$ cat config.mk
export PLATFORM = sky130hd
export DESIGN_NAME = float32_to_half_packer
export DESIGN_NICKNAME = d
export VERILOG_FILES = /design/src/sv/f2h_pkg.sv /design/src/sv/float32_to_half_packer.sv /design/src/sv/f2h_lane.sv /design/src/sv/f2h_merge.sv
export SDC_FILE = /design/constraint.sdc
export NUM_CORES = 1
export LEC_CHECK = 0
export BUFFER_PORTS_ARGS = -buffer_cell sky130_fd_sc_hd__buf_4
export CORE_ASPECT_RATIO = 0.7
export CORE_MARGIN = 2
export CORE_UTILIZATION = 58
export CTS_CLUSTER_DIAMETER = 60
export DETAILED_ROUTE_END_ITERATION = 8
export GPL_TIMING_DRIVEN = 1
export PLACE_DENSITY = 0.82
export SLEW_MARGIN = 40
export SYNTH_ARGS = -nofsm -noshare
export SYNTH_HDL_FRONTEND = slang
export SYNTH_HIERARCHICAL = 1
export SYNTH_SLANG_ARGS = --single-unit
$ cat constraint.sdc
create_clock -name aclk -period 8.64 [get_ports aclk]
set_input_delay 0 -clock aclk [delete_from_list [all_inputs] [get_ports aclk]]
set_output_delay 0 -clock aclk [all_outputs]
set_load 0.05 [all_outputs]
$ cat src/sv/f2h_pkg.sv
`default_nettype none
// ----------------------------------------------------------------------------
// f2h_pkg
// Shared constants for the float32 to half-precision texel packer.
// ----------------------------------------------------------------------------
package f2h_pkg;

    localparam int LANES    = 4;
    localparam int F32_W    = 32;
    localparam int HALF_W   = 16;
    localparam int IN_W     = LANES * F32_W;
    localparam int OUT_W    = LANES * HALF_W;

    localparam logic [15:0] HALF_SIGN     = 16'h8000;
    localparam logic [14:0] HALF_QNAN     = 15'h7e00;
    localparam logic [14:0] HALF_INF      = 15'h7c00;
    localparam logic [15:0] HALF_MAX_BITS = 16'h7bff;
    localparam logic [22:0] F32_MANT_MASK = 23'h7fffff;
    localparam logic [23:0] ROUND_HALF    = 24'h001000;
    localparam logic [31:0] F32_MAX_HALF  = 32'h477fe000;

    // Biased float32 exponent thresholds (float32 bias 127, half bias 15)
    localparam logic [7:0] EXP_ALL_ONES = 8'hff;
    localparam logic [7:0] EXP_OVF      = 8'd143;  // half exponent 31
    localparam logic [7:0] EXP_NORM_MIN = 8'd113;  // half exponent 1
    localparam logic [7:0] EXP_SUB_MIN  = 8'd102;  // half exponent -10
    localparam logic [7:0] EXP_REBIAS   = 8'd112;  // 127 - 15

endpackage : f2h_pkg
`default_nettype wire

$ cat src/sv/float32_to_half_packer.sv
// An accepted item is loaded into the output register, or into the skid
// register if the output is stalled. Throughput: one texel per cycle while
// m_tready is high; lanes are combinational ahead of the output register.
// Reset: synchronous active-low aresetn empties the output and skid stages
// and sets clamp_mode to 1.
`default_nettype none
// ----------------------------------------------------------------------------
// float32_to_half_packer
// Converts four float32 texel channels to half precision per item.
// ----------------------------------------------------------------------------
module float32_to_half_packer (
    input  wire logic                      aclk,
    input  wire logic                      aresetn,
    input  wire logic                      s_tvalid,
    output logic                           s_tready,
    // value_0 [31:0], value_1 [63:32], value_2 [95:64], value_3 [127:96]
    input  wire logic [f2h_pkg::IN_W-1:0]  s_tdata,
    output logic                           m_tvalid,
    input  wire logic                      m_tready,
    // half_0 [15:0], half_1 [31:16], half_2 [47:32], half_3 [63:48]
    output logic      [f2h_pkg::OUT_W-1:0] m_tdata,
    input  wire logic                      cfg_valid,
    output logic                           cfg_ready,
    input  wire logic                      cfg_data
);
    import f2h_pkg::*;

    logic             clamp_mode_reg;
    logic [OUT_W-1:0] lane_halves;

    assign cfg_ready = 1'b1;

    always_ff @(posedge aclk) begin
        if (!aresetn) begin
            clamp_mode_reg <= 1'b1;
        end else if (cfg_valid && cfg_ready) begin
            clamp_mode_reg <= cfg_data;
        end
    end

    for (genvar i = 0; i < LANES; i++) begin : g_lane
        f2h_lane u_lane (
            .bits       (s_tdata[i*F32_W +: F32_W]),
            .clamp_mode (clamp_mode_reg),
            .half       (lane_halves[i*HALF_W +: HALF_W])
        );
    end

    f2h_merge u_merge (
        .aclk      (aclk),
        .aresetn   (aresetn),
        .in_valid  (s_tvalid),
        .in_ready  (s_tready),
        .in_data   (lane_halves),
        .out_valid (m_tvalid),
        .out_ready (m_tready),
        .out_data  (m_tdata)
    );

    // after an accept, m_tvalid is high next cycle
    a_accept_shows: assert property (@(posedge aclk) disable iff (!aresetn)
        (s_tvalid && s_tready) |=> m_tvalid)
        else $error("accepted item not presented");

    // the skid stage fills only behind a stalled output
    a_skid_fill: assert property (@(posedge aclk) disable iff (!aresetn)
        (!s_tready) |-> (m_tvalid && $past(m_tvalid && !m_tready)))
        else $error("skid full without stalled output");

    // a full skid drains into the output once the output moves
    a_skid_drain: assert property (@(posedge aclk) disable iff (!aresetn)
        (!s_tready && m_tready) |=> (s_tready && m_tvalid))
        else $error("skid not drained");

endmodule : float32_to_half_packer
`default_nettype wire

$ cat src/sv/f2h_lane.sv
`default_nettype none
// ----------------------------------------------------------------------------
// f2h_lane
// One float32 to float16 conversion lane, with optional clamp/sanitize.
// ----------------------------------------------------------------------------
module f2h_lane (
    input  wire logic [f2h_pkg::F32_W-1:0]  bits,
    input  wire logic                       clamp_mode,
    output logic      [f2h_pkg::HALF_W-1:0] half
);
    import f2h_pkg::*;

    logic        sign;
    logic [7:0]  expo;
    logic [22:0] mant;
    logic [3:0]  sh;
    logic [23:0] sub_shift;
    logic [23:0] sub_round;
    logic [23:0] norm_round;
    logic [4:0]  he;
    logic [14:0] norm_mag;
    logic [15:0] raw_half;

    always_comb begin
        sign       = bits[31];
        expo       = bits[30:23];
        mant       = bits[22:0] & F32_MANT_MASK;
        sh         = 4'(EXP_NORM_MIN - expo);
        sub_shift  = {1'b1, mant} >> sh;
        sub_round  = sub_shift + ROUND_HALF;
        norm_round = {1'b0, mant} + ROUND_HALF;
        he         = 5'(expo - EXP_REBIAS);
        // rounding carry adds into the exponent field
        norm_mag   = {he, 10'd0} + {4'd0, norm_round[23:13]};

        if (expo == EXP_ALL_ONES) begin
            raw_half = {sign, (mant != '0) ? HALF_QNAN : HALF_INF};
        end else if (expo >= EXP_OVF) begin
            raw_half = {sign, HALF_INF};
        end else if (expo < EXP_SUB_MIN) begin
            raw_half = {sign, 15'd0};
        end else if (expo < EXP_NORM_MIN) begin
            raw_half = {sign, 4'd0, sub_round[23:13]};
        end else begin
            raw_half = {sign, norm_mag};
        end

        if (clamp_mode && ((expo == EXP_ALL_ONES) || sign)) begin
            half = '0;
        end else if (clamp_mode && (bits > F32_MAX_HALF)) begin
            half = HALF_MAX_BITS;
        end else begin
            half = raw_half;
        end
    end

endmodule : f2h_lane
`default_nettype wire

$ cat src/sv/f2h_merge.sv
`default_nettype none
// ----------------------------------------------------------------------------
// f2h_merge
// Collects the lane results into one item; output register plus skid stage.
// ----------------------------------------------------------------------------
module f2h_merge (
    input  wire logic                      aclk,
    input  wire logic                      aresetn,
    input  wire logic                      in_valid,
    output logic                           in_ready,
    input  wire logic [f2h_pkg::OUT_W-1:0] in_data,
    output logic                           out_valid,
    input  wire logic                      out_ready,
    output logic      [f2h_pkg::OUT_W-1:0] out_data
);
    import f2h_pkg::*;

    logic             out_valid_reg, out_valid_next;
    logic [OUT_W-1:0] out_data_reg,  out_data_next;
    logic             skid_valid_reg, skid_valid_next;
    logic [OUT_W-1:0] skid_data_reg,  skid_data_next;
    logic             take_in;
    logic             take_out;

    assign in_ready  = !skid_valid_reg;
    assign take_in   = in_valid && in_ready;
    assign take_out  = out_valid_reg && out_ready;
    assign out_valid = out_valid_reg;
    assign out_data  = out_data_reg;

    always_comb begin
        out_valid_next  = out_valid_reg;
        out_data_next   = out_data_reg;
        skid_valid_next = skid_valid_reg;
        skid_data_next  = skid_data_reg;
        if (!out_valid_reg || take_out) begin
            if (skid_valid_reg) begin
                out_valid_next  = 1'b1;
                out_data_next   = skid_data_reg;
                skid_valid_next = 1'b0;
            end else begin
                out_valid_next = take_in;
                out_data_next  = in_data;
            end
        end else if (take_in) begin
            // output stalled: park the item
            skid_valid_next = 1'b1;
            skid_data_next  = in_data;
        end
    end

    always_ff @(posedge aclk) begin
        if (!aresetn) begin
            out_valid_reg  <= 1'b0;
            skid_valid_reg <= 1'b0;
        end else begin
            out_valid_reg  <= out_valid_next;
            skid_valid_reg <= skid_valid_next;
        end
        out_data_reg  <= out_data_next;
        skid_data_reg <= skid_data_next;
    end

endmodule : f2h_merge
`default_nettype wire

==> results of run 1 <==
## cells by family after synthesis
logic type               synth area share (%)
AND/OR/NAND/NOR                          20.8
XOR/XNOR                                 5.73
multiplexers                             15.6
AO/OA/AOI/OAI                            14.4
flip-flops                               33.3
buffers and inverters                    6.64
adder cells (fa/ha/maj)                  3.41
other                                  0.0320
## final cells by class
cell class	count	area (um2)
multi-input combinational	896	7090
clock inverter	15	193
timing repair buffer	209	1600
fill	1554	6110
tap	270	338
clock buffer	17	425
inverter	40	150
sequential	131	3910
## tightest hold or removal path: cells and delay by family
kind          cells  cell delay [ns]
buf+inv           2             0.21
simple gates      1             0.06
## routing by layer
| layer | GRT usage [%] | share of wire [%] | up-vias |
|---|---|---|---|
| li1 | - | - | 4832 |
| met1 | 43.0 | 45 | 4997 |
| met2 | 43.5 | 45 | 590 |
| met3 | 5.69 | 9.0 | 46 |
| met4 | 5.41 | 1.5 | 0 |
| met5 | 0 | 0 | - |
## power groups by stage
stage                     combinational (uW)  clock (uW)  sequential, uW
after CTS                                692         759             785
final                                    701         746             784
after global placement                   680           0             797
after global routing                     746         786             788
after floorplan                          358           0             929
after detailed placement                 688           0             797
## per-stage QoR
step	instance area, um2	setup WS, ns
floorplan	11700	0.978
global placement	13000	5.06
detailed placement	13000	5.00
CTS	13700	5.41
global route	13700	5.03
finish	13700	5.34
## synthesized netlist by cell type, types with 11 or more instances
master	count
a211oi_1	24
a21oi_1	54
buf_2	24
buf_4	12
buf_6	19
clkbuf_1	19
edfxtp_1	128
ha_1	32
inv_1	36
mux2_2	66
mux2i_1	18
mux4_1	21
mux4_2	16
nand2_1	85
nand2b_1	11
nand3_1	72
nand3b_1	14
nand4_1	23
nor2_1	66
nor2b_1	15
nor3_1	33
nor4_1	36
o211ai_1	13
o21ai_0	32
o221ai_1	19
xnor2_1	34
xor2_1	34
## worst min path at each step
stage,startpoint,endpoint,cells past startpoint
detailed placement,aresetn,clamp_mode_reg$_SDFFE_PN1P_,2
floorplan,aresetn,clamp_mode_reg$_SDFFE_PN1P_,1
CTS,s_tdata[31],u_merge/skid_data_reg[15]$_DFFE_PP_,3
global placement,aresetn,clamp_mode_reg$_SDFFE_PN1P_,2
finish,s_tdata[31],u_merge/skid_data_reg[15]$_DFFE_PP_,3
global route,s_tdata[31],u_merge/skid_data_reg[15]$_DFFE_PP_,3
==> flow_summary.json, run 1 <==
{
  "cp_top_family": "compound AO/OA/AOI/OAI gates",
  "drt_iter0_markers": 1340,
  "status": "finished clean",
  "final_cell_mix": "buf_4, edfxtp_1, nand2_1",
  "fin_crit_ns": 3.30,
  "final_common_cell": "buf_4",
  "fmax_mhz": 303,
  "power_switching_uw": 752,
  "syn_area_mm2": 0.0117,
  "die-area_mm2": 0.0214,
  "peakVddDrop_v": 0.000140,
  "r2r-end": "u_merge/out_data[36]$_DFFE_PP_",
  "cts_setup_buffers": 0,
  "cts.clk_slew.worst_paths_ns": 0.06,
  "synth_warnings": 6,
  "routedWlPerCell_um": 19.6,
  "setup.worst_path.end": "u_merge/out_data[55]$_DFFE_PP_",
  "port_buffers": 199,
  "grt_pass1_vias": 9374,
  "via_per_inst": 6.63,
  "ys_seq_elements": 131,
  "cts.sinks": 131,
  "grt_pass1_wl_um": 49300,
  "fin_worst_skew_ns": 0.0101,
  "grt_overflow": 0,
  "startpoint_type": "input pin",
  "holdCritPathClass": "in -> reg",
  "ys_seq_area_share_pct": 33.3,
  "grt_usage_pct": 28.6,
  "r2r_start": "clamp_mode_reg$_SDFFE_PN1P_",
  "crit_chain": "buf_4 -> inv_2 -> ha_1 -> xnor2_1 -> o21ai_0 -> a31oi_1 -> ha_1 -> inv_1 -> a211oi_1 -> nand4_1 -> xnor2_1 -> o221ai_1 -> mux2_2",
  "place_congestion": 0.941,
  "finalSetupViolations": 0,
  "wl_um": 31000,
  "nets": 1461,
  "syn_area_per_cell_um2": 10.2,
  "numCtsBuffers": 17,
  "area_delta_synth_final_pct": 16.7,
  "cts_buffer_depth": 2,
  "cp_data_required_time_ns": 8.80,
  "whs_ns": 0.0334,
  "post-route-period-util_pct": 38.2,
  "ys_top_cells_by_area": "edfxtp_1, mux2_2, mux4_1",
  "cpMaxStageDelayCell": "xnor2_1",
  "start_util_pct": 59.2,
  "p_per_area_mw_per_mm2": 163,
  "fin_setup_tns_ns": 0,
  "slowest_delay_ns": 0.66,
  "yosysUniqueCellTypes": 84,
  "cts_resized": 0,
  "swShare_pct": 33.7,
  "leakage_uw": 0.00514,
  "async_reset_ff_share_pct": 0,
  "diodes": 0,
  "worstPathArrival_ns": 3.46,
  "drv_slew": 0,
  "boundaryPins": 201,
  "vias": 10500,
  "rsz0062_at_grt": "false",
  "yosysTopAreaCell": "edfxtp_1",
  "cp-end-kind": "register",
  "path_class": "in -> reg",
  "worstSetupStartpoint": "s_tdata[120]",
  "power.share.clock_pct": 33.4,
  "cts.htree.levels": 4,
  "regToRegSetupSlack_ns": 6.11,
  "coreArea_mm2": 0.0198,
  "synth_edf_count": 128,
  "rows": 43,
  "p_total_uw": 2230,
  "utilization_pct": 69.2,
  "cp_num_cells": 13,
  "seqPwrFrac_pct": 35.1,
  "r2r_cells": 7,
  "firstDrtPassIters": 5,
  "clock_latency_ns": 0.41,
  "hold_viol": 0,
  "cts_tree": "built",
  "worstMarginPinSlew_ns": 0.802,
  "synth_top_area_share_pct": 32.8,
  "stdcell_count": 1578,
  "drc": 0,
  "postCtsHoldBufs": 3,
  "p_int_uw": 1480,
  "clockRootBuffer": "clkbuf_16",
  "grt_max_degree": 67,
  "pwr-share-comb_pct": 31.4,
  "antenna_found_initial": 0,
  "layout-drive-gt1-share_pct": 28.1,
  "placed_cells": 1543,
  "dp_hpwl_um": 23000,
  "slew_headroom_pct": 46.2,
  "fp.dieH_um": 123,
  "synth_ff_type": "edfxtp_1",
  "crit_buf_inv": 3,
  "drv_cap": 0,
  "die_w_um": 174,
  "ant_nets": 0,
  "cp_max_fo": 21,
  "netlist_instances": 1151,
  "syn_nets": 1317
}
Note: power is estimated with default switching activity, not from simulation.
==> run 2, diff against run 1 <==
CORE_UTILIZATION = 53   (was 58)
PLACE_DENSITY = 0.79   (was 0.82)
clock period = 2.8 ns   (was 8.64 ns; I/O delays follow)
==> run 2 against run 1 <==
Net effect:
- first-iteration DRC count decreased by 17%
- final cell count is 5.0% higher
- clock skew about the same
- power grew to 3.1 times the previous value
- worst hold slack worse by 0.0094 ns
- non-clock buffer count is 67 higher
- register-to-register slack worse by 5.4 ns
- via count up 2.4%
- wire length increased by 5.8%
- cell area is 3.5% higher
- global-route usage decreased by 0.92 points
- sequential share of layout area shrank 0.93 points
- largest power group unchanged
==> flow_summary.json, run 2 (synthesis results as in run 1) <==
{
  "start_util_pct": 54.1,
  "rows": 45,
  "placed_cells": 1621,
  "final_cell_mix": "buf_4, edfxtp_1, nand2_1",
  "cp-end-kind": "register",
  "wl_um": 32800,
  "ant_nets": 0,
  "grt_max_degree": 65,
  "holdCritPathClass": "in -> reg",
  "fin_worst_skew_ns": 0.00990,
  "status": "finished clean",
  "stdcell_count": 1657,
  "worstPathArrival_ns": 2.54,
  "cp_max_fo": 22,
  "clockRootBuffer": "clkbuf_16",
  "cts.sinks": 131,
  "grt_overflow": 0,
  "coreArea_mm2": 0.0217,
  "post-route-period-util_pct": 85.1,
  "nets": 1528,
  "worstMarginPinSlew_ns": 0.699,
  "final_common_cell": "buf_4",
  "path_class": "in -> reg",
  "die-area_mm2": 0.0234,
  "power.share.clock_pct": 31.6,
  "place_congestion": 0.967,
  "p_per_area_mw_per_mm2": 485,
  "seqPwrFrac_pct": 35.0,
  "utilization_pct": 65.4,
  "die_w_um": 182,
  "grt_pass1_vias": 9799,
  "grt_usage_pct": 27.7,
  "vias": 10700,
  "area_delta_synth_final_pct": 20.9,
  "boundaryPins": 201,
  "cts_tree": "built",
  "via_per_inst": 6.47,
  "drv_cap": 0,
  "grt_pass1_wl_um": 52100,
  "dp_hpwl_um": 24900,
  "drv_slew": 0,
  "cp_data_required_time_ns": 2.96,
  "fin_crit_ns": 2.38,
  "antenna_found_initial": 0,
  "finalSetupViolations": 0,
  "swShare_pct": 35.7,
  "cts.clk_slew.worst_paths_ns": 0.06,
  "cts.htree.levels": 4,
  "clock_latency_ns": 0.41,
  "firstDrtPassIters": 6,
  "pwr-share-comb_pct": 33.3,
  "power_switching_uw": 2450,
  "startpoint_type": "input pin",
  "fp.dieH_um": 128,
  "p_int_uw": 4430,
  "whs_ns": 0.0240,
  "layout-drive-gt1-share_pct": 31.4,
  "peakVddDrop_v": 0.000500,
  "routedWlPerCell_um": 19.8,
  "drt_iter0_markers": 1117,
  "drc": 0,
  "port_buffers": 199,
  "hold_viol": 0,
  "leakage_uw": 0.00544,
  "numCtsBuffers": 17,
  "fmax_mhz": 420,
  "diodes": 0,
  "cts_buffer_depth": 2,
  "rsz0062_at_grt": "false",
  "slew_headroom_pct": 52.9
}
## run 2: cell types whose count changed in the layout (fill, tap and decap cells not counted), sizes merged
cell	delta
clkinvlp	-1
bufinv	-3
buf	+66
inv	+4
dlygate4sd3	+1
## run 2: power groups by stage
stage / Combinational [uW] / Clock, uW / Sequential [uW]
after global placement: 2220 / 0 / 2450
after CTS: 2270 / 2230 / 2410
final: 2290 / 2180 / 2410
after detailed placement: 2250 / 0 / 2450
after floorplan: 1110 / 0 / 2860
after global routing: 2440 / 2320 / 2420
## run 2: what timing repair did
item,CTS,global route
setup buffers,0,0
hold buffers,4,0
endpoints found under the hold margin,5,0
gates resized for setup,0,0
## run 2: final timing paths
path | endpoint | cells after the start | slack [ns] | startpoint
max | u_merge/out_data[10]$_DFFE_PP_ | 9 | 0.42 | s_tdata[23]
max reg2reg | u_merge/out_data[26]$_DFFE_PP_ | 7 | 0.74 | clamp_mode_reg$_SDFFE_PN1P_
min reg2reg | u_merge/out_data[41]$_DFFE_PP_ | 1 | 0.55 | u_merge/skid_data_reg[41]$_DFFE_PP_
min | u_merge/skid_data_reg[63]$_DFFE_PP_ | 2 | 0.02 | s_tdata[127]
## run 2: cell type report
class                      count  area [um2]
clock buffer                  17         425
clock inverter                15         158
fill                        1717        7500
inverter                      40         150
multi-input combinational    896        7070
sequential                   131        3910
tap                          282         353
timing repair buffer         276        2110
## run 2: worst max-delay path: stages
cell      delay (ns)
buf_4           0.15
buf_4           0.28
mux2i_1         0.16
a2111o_1        0.50
nor4b_2         0.32
nand3_1         0.17
or4_1           0.50
and3_1          0.20
mux2_2          0.26
## run 2: per-stage QoR
stage               setup WS (ns)  setup TNS (ns)  power (uW)  cell area (um2)
floorplan                  -0.264          -16.92        3970            11800
CTS                         0.484               0        6910            14200
finish                      0.418               0        6880            14200
global placement            0.111               0        4680            13500
detailed placement         0.0656               0        4700            13600
global route                0.301               0        7190            14200
## run 2: metal layers
metal	global-route usage, %	part of all wire [%]
met1	41.4	45
met2	42.3	45
met3	5.49	9.3
met4	4.88	0.74
met5	0	0
